===== config.mk =====
export PLATFORM = sky130hd
export DESIGN_NAME = safety_status_merge
export DESIGN_NICKNAME = d
export VERILOG_FILES = /design/src/rtl/core/ssm_pkg.sv /design/src/rtl/core/ssm_merge.sv /design/src/rtl/core/safety_status_merge.sv
export SDC_FILE = /design/constraint.sdc
export NUM_CORES = 1
export LEC_CHECK = 0
export BUFFER_PORTS_ARGS = -buffer_cell sky130_fd_sc_hd__buf_2
export CAP_MARGIN = 20
export CORE_MARGIN = 2
export CORE_UTILIZATION = 60
export CTS_CLUSTER_SIZE = 24
export DETAILED_ROUTE_END_ITERATION = 10
export GPL_ROUTABILITY_DRIVEN = 0
export MAX_ROUTING_LAYER = met4
export PLACE_DENSITY = 0.81
export SYNTH_ARGS = -nofsm -noshare
export SYNTH_HDL_FRONTEND = slang
export SYNTH_SLANG_ARGS = --single-unit

===== constraint.sdc =====
create_clock -name aclk -period 15.25 [get_ports aclk]
set_input_delay 2.2875 -clock aclk [delete_from_list [all_inputs] [get_ports aclk]]
set_output_delay 2.2875 -clock aclk [all_outputs]
set_load 0.02 [all_outputs]

===== src/rtl/core/ssm_pkg.sv =====
// package for safety_status_merge: item types, codes, register indexes and merge helpers
package ssm_pkg;

    localparam int MODE_W     = 3;
    localparam int BUTTON_W   = 2;
    localparam int BEHAVIOR_W = 3;
    localparam int WORD_W     = 64;
    localparam int CNT_W      = 2;
    localparam int CFG_ADDR_W = 3;

    localparam int MAX_PATTERNS_DEFAULT = 3;

    localparam logic CMD_FOLD   = 1'b0;
    localparam logic CMD_FINISH = 1'b1;

    localparam logic [MODE_W-1:0]     MODE_UNKNOWN     = 3'd0;
    localparam logic [MODE_W-1:0]     MODE_LAST        = 3'd5;
    localparam logic [BEHAVIOR_W-1:0] BEHAVIOR_UNKNOWN = 3'd0;
    localparam logic [BEHAVIOR_W-1:0] BEHAVIOR_PAUSE   = 3'd2;
    localparam logic [BEHAVIOR_W-1:0] BEHAVIOR_LAST    = 3'd5;

    localparam logic [BUTTON_W-1:0] BUTTON_UNKNOWN    = 2'd0;
    localparam logic [BUTTON_W-1:0] BUTTON_NA         = 2'd1;
    localparam logic [BUTTON_W-1:0] BUTTON_DISENGAGED = 2'd2;
    localparam logic [BUTTON_W-1:0] BUTTON_ENGAGED    = 2'd3;

    localparam logic [CFG_ADDR_W-1:0] REG_PAUSE_ENABLE  = 3'd0;
    localparam logic [CFG_ADDR_W-1:0] REG_PATTERN_COUNT = 3'd1;
    localparam int                    REG_PATTERN_BASE  = 2;

    typedef struct packed {
        logic                  cmd;
        logic [MODE_W-1:0]     in_mode;
        logic [BUTTON_W-1:0]   in_estop;
        logic [BUTTON_W-1:0]   in_enable;
        logic [BEHAVIOR_W-1:0] in_behavior;
        logic [WORD_W-1:0]     digital_inputs;
    } in_item_t;

    typedef struct packed {
        logic [MODE_W-1:0]     out_mode;
        logic [BUTTON_W-1:0]   out_estop;
        logic [BUTTON_W-1:0]   out_enable;
        logic [BEHAVIOR_W-1:0] out_behavior;
        logic                  pause_signal_active;
    } out_item_t;

    // stage controls from the handshake logic to the merge unit
    typedef struct packed {
        logic fold;
        logic finish;
    } stage_ctl_t;

    function automatic logic [MODE_W-1:0] clip_mode(input logic [MODE_W-1:0] v);
        clip_mode = (v > MODE_LAST) ? MODE_UNKNOWN : v;
    endfunction

    function automatic logic [BEHAVIOR_W-1:0] clip_behavior(input logic [BEHAVIOR_W-1:0] v);
        clip_behavior = (v > BEHAVIOR_LAST) ? BEHAVIOR_UNKNOWN : v;
    endfunction

    // disengaged outranks engaged
    function automatic logic [BUTTON_W-1:0] enable_rank(input logic [BUTTON_W-1:0] code);
        case (code)
            BUTTON_DISENGAGED: enable_rank = 2'd3;
            BUTTON_ENGAGED:    enable_rank = 2'd2;
            default:           enable_rank = code;
        endcase
    endfunction

endpackage


===== src/rtl/core/ssm_merge.sv =====
// severity accumulators and pause pattern match for safety_status_merge
module ssm_merge #(
    parameter int MAX_PATTERNS = ssm_pkg::MAX_PATTERNS_DEFAULT
) (
    input  logic                                 aclk,
    input  logic                                 aresetn,
    input  ssm_pkg::stage_ctl_t                  ctl,
    input  ssm_pkg::in_item_t                    item,
    input  logic                                 pause_enable,
    input  logic [ssm_pkg::CNT_W-1:0]            pattern_count,
    input  logic [MAX_PATTERNS-1:0][ssm_pkg::WORD_W-1:0] pattern_mask,
    input  logic [MAX_PATTERNS-1:0][ssm_pkg::WORD_W-1:0] pattern_value,
    output ssm_pkg::out_item_t                   result
);

    logic [ssm_pkg::MODE_W-1:0]     mode_acc_reg,     mode_acc_next;
    logic [ssm_pkg::BUTTON_W-1:0]   estop_acc_reg,    estop_acc_next;
    logic [ssm_pkg::BUTTON_W-1:0]   enable_acc_reg,   enable_acc_next;
    logic [ssm_pkg::BEHAVIOR_W-1:0] behavior_acc_reg, behavior_acc_next;

    logic [ssm_pkg::MODE_W-1:0]     mode_in;
    logic [ssm_pkg::BEHAVIOR_W-1:0] behavior_in;
    logic [MAX_PATTERNS-1:0]        hit;
    logic                           active;

    assign mode_in     = ssm_pkg::clip_mode(item.in_mode);
    assign behavior_in = ssm_pkg::clip_behavior(item.in_behavior);

    always_comb begin
        mode_acc_next     = mode_acc_reg;
        estop_acc_next    = estop_acc_reg;
        enable_acc_next   = enable_acc_reg;
        behavior_acc_next = behavior_acc_reg;
        if (ctl.finish) begin
            mode_acc_next     = ssm_pkg::MODE_UNKNOWN;
            estop_acc_next    = ssm_pkg::BUTTON_UNKNOWN;
            enable_acc_next   = ssm_pkg::BUTTON_UNKNOWN;
            behavior_acc_next = ssm_pkg::BEHAVIOR_UNKNOWN;
        end else if (ctl.fold) begin
            if (mode_in > mode_acc_reg) begin
                mode_acc_next = mode_in;
            end
            if (item.in_estop > estop_acc_reg) begin
                estop_acc_next = item.in_estop;
            end
            if (ssm_pkg::enable_rank(item.in_enable) > ssm_pkg::enable_rank(enable_acc_reg)) begin
                enable_acc_next = item.in_enable;
            end
            if (behavior_in > behavior_acc_reg) begin
                behavior_acc_next = behavior_in;
            end
        end
    end

    always_ff @(posedge aclk) begin
        if (!aresetn) begin
            mode_acc_reg     <= ssm_pkg::MODE_UNKNOWN;
            estop_acc_reg    <= ssm_pkg::BUTTON_UNKNOWN;
            enable_acc_reg   <= ssm_pkg::BUTTON_UNKNOWN;
            behavior_acc_reg <= ssm_pkg::BEHAVIOR_UNKNOWN;
        end else begin
            mode_acc_reg     <= mode_acc_next;
            estop_acc_reg    <= estop_acc_next;
            enable_acc_reg   <= enable_acc_next;
            behavior_acc_reg <= behavior_acc_next;
        end
    end

    // patterns beyond the configured count never match
    for (genvar i = 0; i < MAX_PATTERNS; i++) begin : g_match
        assign hit[i] = (ssm_pkg::CNT_W'(i) < pattern_count)
                        && ((item.digital_inputs & pattern_mask[i]) == pattern_value[i]);
    end

    assign active = pause_enable && (|hit);

    always_comb begin
        result.out_mode            = mode_acc_reg;
        result.out_estop           = estop_acc_reg;
        result.out_enable          = enable_acc_reg;
        result.out_behavior        = behavior_acc_reg;
        result.pause_signal_active = active;
        if (active && (behavior_acc_reg < ssm_pkg::BEHAVIOR_PAUSE)) begin
            result.out_behavior = ssm_pkg::BEHAVIOR_PAUSE;
        end
    end

    a_clear_after_finish: assert property (@(posedge aclk) disable iff (!aresetn)
        ctl.finish |=> (mode_acc_reg == ssm_pkg::MODE_UNKNOWN)
                    && (estop_acc_reg == ssm_pkg::BUTTON_UNKNOWN)
                    && (enable_acc_reg == ssm_pkg::BUTTON_UNKNOWN)
                    && (behavior_acc_reg == ssm_pkg::BEHAVIOR_UNKNOWN))
        else $error("accumulators not cleared after finish");

    a_acc_codes_defined: assert property (@(posedge aclk) disable iff (!aresetn)
        (mode_acc_reg <= ssm_pkg::MODE_LAST) && (behavior_acc_reg <= ssm_pkg::BEHAVIOR_LAST))
        else $error("accumulator holds an undefined code");

    a_idle_holds_acc: assert property (@(posedge aclk) disable iff (!aresetn)
        (!ctl.fold && !ctl.finish) |=> $stable(mode_acc_reg) && $stable(estop_acc_reg)
                                    && $stable(enable_acc_reg) && $stable(behavior_acc_reg))
        else $error("accumulator changed without a transaction");

endmodule


===== src/rtl/core/safety_status_merge.sv =====
// Merges per-cycle safety module reports into one status. Every accepted transaction
// passes an input register and, for a finish, a result register, so the block takes one
// transaction per clock: a report fold never stalls the stage, and a finish stalls it, and
// any transaction offered behind it, only while the result register still holds an
// untaken result. Configuration writes are applied in the cycle after the write enable
// and should only be made while no transaction is in flight.
module safety_status_merge #(
    parameter int MAX_PATTERNS = ssm_pkg::MAX_PATTERNS_DEFAULT
) (
    input  logic                          aclk,
    input  logic                          aresetn,
    input  logic                          cfg_we,
    input  logic [ssm_pkg::CFG_ADDR_W-1:0] cfg_addr,
    input  logic [ssm_pkg::WORD_W-1:0]    cfg_wdata,
    input  logic                          s_valid,
    output logic                          s_ready,
    input  ssm_pkg::in_item_t             s_item,
    output logic                          m_valid,
    input  logic                          m_ready,
    output ssm_pkg::out_item_t            m_item
);

    logic                                 pause_enable_reg;
    logic [ssm_pkg::CNT_W-1:0]            pattern_count_reg;
    logic [MAX_PATTERNS-1:0][ssm_pkg::WORD_W-1:0] pattern_mask_reg;
    logic [MAX_PATTERNS-1:0][ssm_pkg::WORD_W-1:0] pattern_value_reg;

    logic                in_vld_reg, in_vld_next;
    ssm_pkg::in_item_t   in_item_reg;
    logic                out_vld_reg, out_vld_next;
    ssm_pkg::out_item_t  out_item_reg;
    ssm_pkg::out_item_t  result;
    ssm_pkg::stage_ctl_t ctl;
    logic                out_free;
    logic                stage_go;
    logic                s_fire;

    // configuration registers
    always_ff @(posedge aclk) begin
        if (!aresetn) begin
            pause_enable_reg  <= 1'b0;
            pattern_count_reg <= '0;
        end else if (cfg_we) begin
            if (cfg_addr == ssm_pkg::REG_PAUSE_ENABLE) begin
                pause_enable_reg <= cfg_wdata[0];
            end
            if (cfg_addr == ssm_pkg::REG_PATTERN_COUNT) begin
                pattern_count_reg <= cfg_wdata[ssm_pkg::CNT_W-1:0];
            end
        end
    end

    for (genvar i = 0; i < MAX_PATTERNS; i++) begin : g_pattern
        localparam logic [ssm_pkg::CFG_ADDR_W-1:0] MaskAddr =
            ssm_pkg::CFG_ADDR_W'(ssm_pkg::REG_PATTERN_BASE + 2 * i);
        localparam logic [ssm_pkg::CFG_ADDR_W-1:0] ValueAddr =
            ssm_pkg::CFG_ADDR_W'(ssm_pkg::REG_PATTERN_BASE + 2 * i + 1);
        always_ff @(posedge aclk) begin
            if (!aresetn) begin
                pattern_mask_reg[i]  <= '0;
                pattern_value_reg[i] <= '0;
            end else if (cfg_we) begin
                if (cfg_addr == MaskAddr) begin
                    pattern_mask_reg[i] <= cfg_wdata;
                end
                if (cfg_addr == ValueAddr) begin
                    pattern_value_reg[i] <= cfg_wdata;
                end
            end
        end
    end

    // handshake
    assign out_free = !out_vld_reg || m_ready;
    assign stage_go = in_vld_reg && ((in_item_reg.cmd == ssm_pkg::CMD_FOLD) || out_free);
    assign s_ready  = !in_vld_reg || stage_go;
    assign s_fire   = s_valid && s_ready;

    assign ctl.fold   = stage_go && (in_item_reg.cmd == ssm_pkg::CMD_FOLD);
    assign ctl.finish = stage_go && (in_item_reg.cmd == ssm_pkg::CMD_FINISH);

    always_comb begin
        in_vld_next = in_vld_reg;
        if (s_fire) begin
            in_vld_next = 1'b1;
        end else if (stage_go) begin
            in_vld_next = 1'b0;
        end
    end

    always_comb begin
        out_vld_next = out_vld_reg;
        if (ctl.finish) begin
            out_vld_next = 1'b1;
        end else if (m_ready) begin
            out_vld_next = 1'b0;
        end
    end

    always_ff @(posedge aclk) begin
        if (!aresetn) begin
            in_vld_reg  <= 1'b0;
            out_vld_reg <= 1'b0;
        end else begin
            in_vld_reg  <= in_vld_next;
            out_vld_reg <= out_vld_next;
        end
    end

    always_ff @(posedge aclk) begin
        if (s_fire) begin
            in_item_reg <= s_item;
        end
        if (ctl.finish) begin
            out_item_reg <= result;
        end
    end

    ssm_merge #(
        .MAX_PATTERNS (MAX_PATTERNS)
    ) u_merge (
        .aclk          (aclk),
        .aresetn       (aresetn),
        .ctl           (ctl),
        .item          (in_item_reg),
        .pause_enable  (pause_enable_reg),
        .pattern_count (pattern_count_reg),
        .pattern_mask  (pattern_mask_reg),
        .pattern_value (pattern_value_reg),
        .result        (result)
    );

    assign m_valid = out_vld_reg;
    assign m_item  = out_item_reg;

    a_result_from_finish: assert property (@(posedge aclk) disable iff (!aresetn)
        $rose(out_vld_reg) |-> $past(in_vld_reg && (in_item_reg.cmd == ssm_pkg::CMD_FINISH)))
        else $error("result appeared without a finish transaction");

    a_pause_in_behavior: assert property (@(posedge aclk) disable iff (!aresetn)
        (out_vld_reg && out_item_reg.pause_signal_active)
            |-> (out_item_reg.out_behavior >= ssm_pkg::BEHAVIOR_PAUSE))
        else $error("pause match not merged into behavior");

    a_finish_waits: assert property (@(posedge aclk) disable iff (!aresetn)
        (in_vld_reg && (in_item_reg.cmd == ssm_pkg::CMD_FINISH) && !out_free)
            |=> in_vld_reg && (in_item_reg.cmd == ssm_pkg::CMD_FINISH))
        else $error("stalled finish transaction lost");

    a_fold_never_stalls: assert property (@(posedge aclk) disable iff (!aresetn)
        (in_vld_reg && (in_item_reg.cmd == ssm_pkg::CMD_FOLD)) |-> s_ready)
        else $error("fold transaction stalled the input");

endmodule


==> results of run 1 <==
[per-layer routing]
layer	wire, µm	track usage	vias up	share of wire
met4	3190	0.163	0	0.053
met3	5900	0.0711	177	0.099
li1	-	-	7952	-
met1	23500	0.426	8131	0.39
met2	27200	0.525	834	0.46
met5	0	-	-	0
[cell usage after synthesis, types with 11 or more instances]
master    instances  area, µm²
inv_1            14       52.6
nor2b_1          11       68.8
xor2_1          113        990
a21boi_0        296       2220
nand2_1         959       3600
clkbuf_1        120        450
xnor2_1          26        228
ha_1             14        175
dfxtp_1         399       7990
nand4_1          34        213
edfxtp_1         86       2580
nor4_1           11       68.8
a21oi_1          20        100
a21boi_1        102        766
nor2_1           22       82.6
[cell families (layout without fill, tap and decap cells)]
| kind of cell | Yosys count | after routing |
|---|---|---|
| AOI/OAI and AO/OA | 469 | 469 |
| xor gates and xnor gates | 139 | 139 |
| adders and majority gates | 14 | 14 |
| buffers and inverters | 135 | 273 |
| DFF | 485 | 485 |
| muxes | 7 | 7 |
| other | 0 | 9 |
| and+or+nand+nor | 1092 | 1092 |
[power breakdown]
part,total [mW],leakage (nW),internal (mW),switching [mW]
clock network,1.16,0.759,0.674,0.486
logic,0.176,3.29,0.0637,0.112
registers,1.37,4.06,1.34,0.0278
total,2.70,8.11,2.08,0.626
[final cells by class]
cell class,instances,area (µm²),area share
Multi-Input combinational cell,1721,9440,0.408
Timing Repair Buffer,174,937,0.0405
Tap cell,448,561,0.0242
Clock buffer,76,1470,0.0636
Antenna cell,9,22.5,0.000974
Sequential cell,485,10600,0.457
Inverter,14,52.6,0.00227
Clock inverter,9,67.6,0.00292
[stage by stage]
| stage | worst slack, ps | cells | hold slack, ps | util |
|---|---|---|---|---|
| global route | 9770 | 2933 | 466 | 0.689 |
| floorplan | 8540 | 2341 | 429 | - |
| finish | 9850 | 2936 | 452 | 0.689 |
| CTS | 9850 | 2926 | 453 | 0.688 |
| global placement | 9930 | 2841 | 436 | 0.642 |
| detailed placement | 9850 | 2841 | 443 | 0.642 |
[worst max path at each step]
stage	from	end	slack [ps]	cells past startpoint
after global routing	m_ready	s_ready	9770	4
after global placement	m_ready	s_ready	9930	4
after CTS	m_ready	s_ready	9850	4
after detailed placement	m_ready	s_ready	9850	4
final	m_ready	s_ready	9850	4
after floorplan	m_ready	in_item_reg[0]$_DFFE_PP_	8540	2
[worst min-delay path, delay by kind of cell, from the launching register on]
family | cells | cell delay, ps
DFF | 1 | 310
and+or+nand+nor | 1 | 50
AOI/OAI and AO/OA | 1 | 50
==> flow_summary.toml, run 1 <==
[worst_hold_path]
holdPathStages = 2
hp-start = "pattern_mask_reg[145]$_SDFFE_PN0P_"
hold_class = "reg2reg"
holdPathEnd = "pattern_mask_reg[145]$_SDFFE_PN0P_"

[grt]
grt_pass1_wl_mm = 90.5
grt-ovfl-total = 0
grt_antenna_before_repair = 7
grt_max_degree = 173
grt_pass1_vias = 16067
track_usage = 0.339

[final_layout]
drive_above_1_share = 0.104
area_growth_pct = 13.1
fin_nets = 2605
postLayoutCellArea_um2 = 23100
final_cell_mix = "958 x nand2_1, 399 x dfxtp_1, 296 x a21boi_0"
fillers = 2585
layout_commonest_cell = "nand2_1"

[synthesis]
syn_inst = 2341
ys_warn_count = 0
muxShareOfSynthArea = 0.00343
synth_simple_gate_area_frac = 0.216
syn_area_um2 = 20400
synth_compound_area_frac = 0.170
synth_top_family_by_area = "simple AND/OR/NAND/NOR gates"
ys_seq_area_frac = 0.517
synth_fa_ha_area_frac = 0.00857
syn_nets = 2502
ys_ff_latch = 485
syn_area_per_cell_um2 = 8.73
synthFlopType = "dfxtp_1"
async_reset_ff_frac = 0
synth-xor-area-share = 0.0595
synth_edf_count = 86
ys_types = 49

[sta]
hold_viol_final = 0
tightest_slew_ps = 1030
final.setup_skew_ps = 9.39
rsz0062_at_grt = "no"
setup_viol_count_final = 0
drv_slew = 0
period_minus_slack_ps = 5400
period_share = 0.354
relSlewSlack = 0.311
tns_ps = 0
fmax_ghz = 0.185

[die]
floorplan.rows = 67
die-area_um2 = 35600
die_x_um = 189
start_util = 0.610
core_um2 = 33500
die_h_um = 189
io_pins = 160

[clocking]
clk_latency_ps = 570
cts_buffer_depth = 3
post_cts_buffers = 0
cts_root_buf = "clkbuf_16"
cts_sinks = 485
h-tree-depth = 2
cts_resized = 0
clk_pin_slew_ps = 60
numCtsBuffers = 48
cts_tree = "yes"
cts_hold_buf = 0

[route]
vias = 17094
drc = 0
wl_per_cell_um = 20.4
antenna_left = 0
totalWireLength_mm = 59.8
vias_per_cell = 5.82
dr.pass1.iters = 6
drt_iter0_drc = 1916

[critical_path]
arrival_ps = 3110
path_class = "in2out"
r2r_end = "m_item[1]$_SDFFCE_PP0P_"
critPathBufInv = 2
reg2reg_depth = 7
worstPathRequired_ps = 12960
r2r_setup_slack_ps = 12250
path_max_fanout = 5
startpoint_type = "primary input"
critPathCaptureType = "output pin"
crit_chain = "buf_2 -> nor2b_1 -> nand3_1 -> buf_2"
cp_slowest_cell = "nor2b_1"
worstReg2RegStart = "in_item_reg[45]$_DFFE_PP_"
critPathTopFamily = "simple AND/OR/NAND/NOR gates"
cpMostUsedCell = "buf_2"
slowest_delay_ps = 380

[power]
finalPower_mw = 2.70
p_leak_nw = 8.11
power_density_nw_per_um2 = 117
ir_drop_uv = 85.9

[outcome]
status = "complete, no violations"

[job]
cap_violations = 0

[placed_design]
dp_hpwl_mm = 38.1
io_buffers = 159
placed_area_um2 = 21500
(Power assumes the default switching activity.)
==> inputs of run 2 (changes only) <==
Clock period 15.25 ns to 5 ns, I/O delays scaled along.
==> flow_summary.toml, run 2 (synthesis results as in run 1) <==
[critical_path]
cp_slowest_cell = "or4_1"
slowest_delay_ps = 590
critPathCaptureType = "register"
worstPathRequired_ps = 5300
path_max_fanout = 3
crit_chain = "nand2_1 -> xnor2_1 -> nor4_1 -> nand4_1 -> or4_1 -> o311ai_2 -> a41oi_1"
startpoint_type = "register"
path_class = "reg2reg"
arrival_ps = 3230

[sta]
relSlewSlack = 0.280
tns_ps = 0
period_share = 0.586
rsz0062_at_grt = "no"
hold_viol_final = 0
fmax_ghz = 0.341
drv_slew = 0
timing.hold.ws_ps = 350
final.setup_skew_ps = 21.2
period_minus_slack_ps = 2930
tightest_slew_ps = 1080
setup_viol_count_final = 0

[final_layout]
drive_above_1_share = 0.104
fillers = 2627
fin_nets = 2607
multi_input_area_um2 = 9440
area_growth_pct = 13.2
final_cell_mix = "958 x nand2_1, 399 x dfxtp_1, 296 x a21boi_0"
regArea_um2 = 10600
instances_no_fill = 2936
layout_commonest_cell = "nand2_1"

[clocking]
clk_pin_slew_ps = 60
cts_buffer_depth = 3
cts_sinks = 485
post_cts_buffers = 0
clk_latency_ps = 570
cts_tree = "yes"
cts_root_buf = "clkbuf_16"
cts_hold_buf = 0
cts_resized = 0
numCtsBuffers = 50
h-tree-depth = 2

[grt]
grt_antenna_before_repair = 5
grt_max_degree = 184
grt_pass1_wl_mm = 92.7
track_usage = 0.347
grt_pass1_vias = 16401
grt-ovfl-total = 0

[die]
io_pins = 160
start_util = 0.610
die_x_um = 189
floorplan.rows = 67
die_h_um = 189
die-area_um2 = 35600
core_um2 = 33500

[route]
dr.pass1.iters = 5
vias_per_cell = 5.88
antenna_left = 0
totalWireLength_mm = 60.4
drt_iter0_drc = 1752
wl_per_cell_um = 20.6
vias = 17251
drc = 0

[placed_design]
dp.cells = 2842
dp_hpwl_mm = 39.5
io_buffers = 159

[worst_hold_path]
hold_class = "in2reg"

[power]
ir_drop_uv = 275
p_leak_nw = 8.12
power_density_nw_per_um2 = 359

[job]
cap_violations = 0

[outcome]
status = "complete, no violations"
[run 2: path summary, 6_finish.rpt]
path | startpoint | to | slack [ps] | cells past startpoint
worst min-delay path | s_item[59] | in_item_reg[59]$_DFFE_PP_ | 350 | 1
worst max register to register | in_item_reg[45]$_DFFE_PP_ | m_item[1]$_SDFFCE_PP0P_ | 2070 | 7
worst max-delay path | in_item_reg[45]$_DFFE_PP_ | m_item[1]$_SDFFCE_PP0P_ | 2070 | 7
worst min register to register | pattern_mask_reg[111]$_SDFFE_PN0P_ | pattern_mask_reg[111]$_SDFFE_PN0P_ | 450 | 2
[run 2: metrics by stage]
stage / setup WS [ps] / util / instance area [µm²] / total power, mW
after global routing: 2040 / 0.690 / 23100 / 8.54
after detailed placement: 2130 / 0.643 / 21600 / 4.78
after CTS: 2120 / 0.690 / 23100 / 8.32
final: 2070 / 0.690 / 23100 / 8.32
after floorplan: 1390 / - / 20500 / 4.52
after global placement: 2160 / 0.643 / 21600 / 4.76
[run 2: layer usage]
metal  share of wire  up-vias  global-route usage
met2            0.45      898               0.533
met1            0.39     8208               0.440
met4           0.059        0               0.181
li1                -     7953                   -
met3            0.10      192              0.0641
met5               0        -                   -
[run 2: cell type report]
class | instances | area share
Clock buffer | 84 | 0.0657
Clock inverter | 5 | 0.00232
Tap cell | 448 | 0.0242
Sequential cell | 485 | 0.457
Inverter | 14 | 0.00227
Timing Repair Buffer | 174 | 0.0402
Multi-Input combinational cell | 1721 | 0.408
Antenna cell | 5 | 0.000541
[run 2: power breakdown]
| group | total, mW | switching (mW) | internal (mW) | leakage [nW] |
|---|---|---|---|---|
| sequential | 4.17 | 0.0855 | 4.09 | 4.06 |
| clock | 3.60 | 1.50 | 2.10 | 0.770 |
| combinational | 0.540 | 0.347 | 0.194 | 3.29 |
[run 2: worst max-delay path: cells and delay by family (launching register included)]
family / cells / cell delay [ps]
flops: 1 / 490
xor+xnor: 1 / 160
compound gates: 2 / 680
simple gates: 4 / 1310
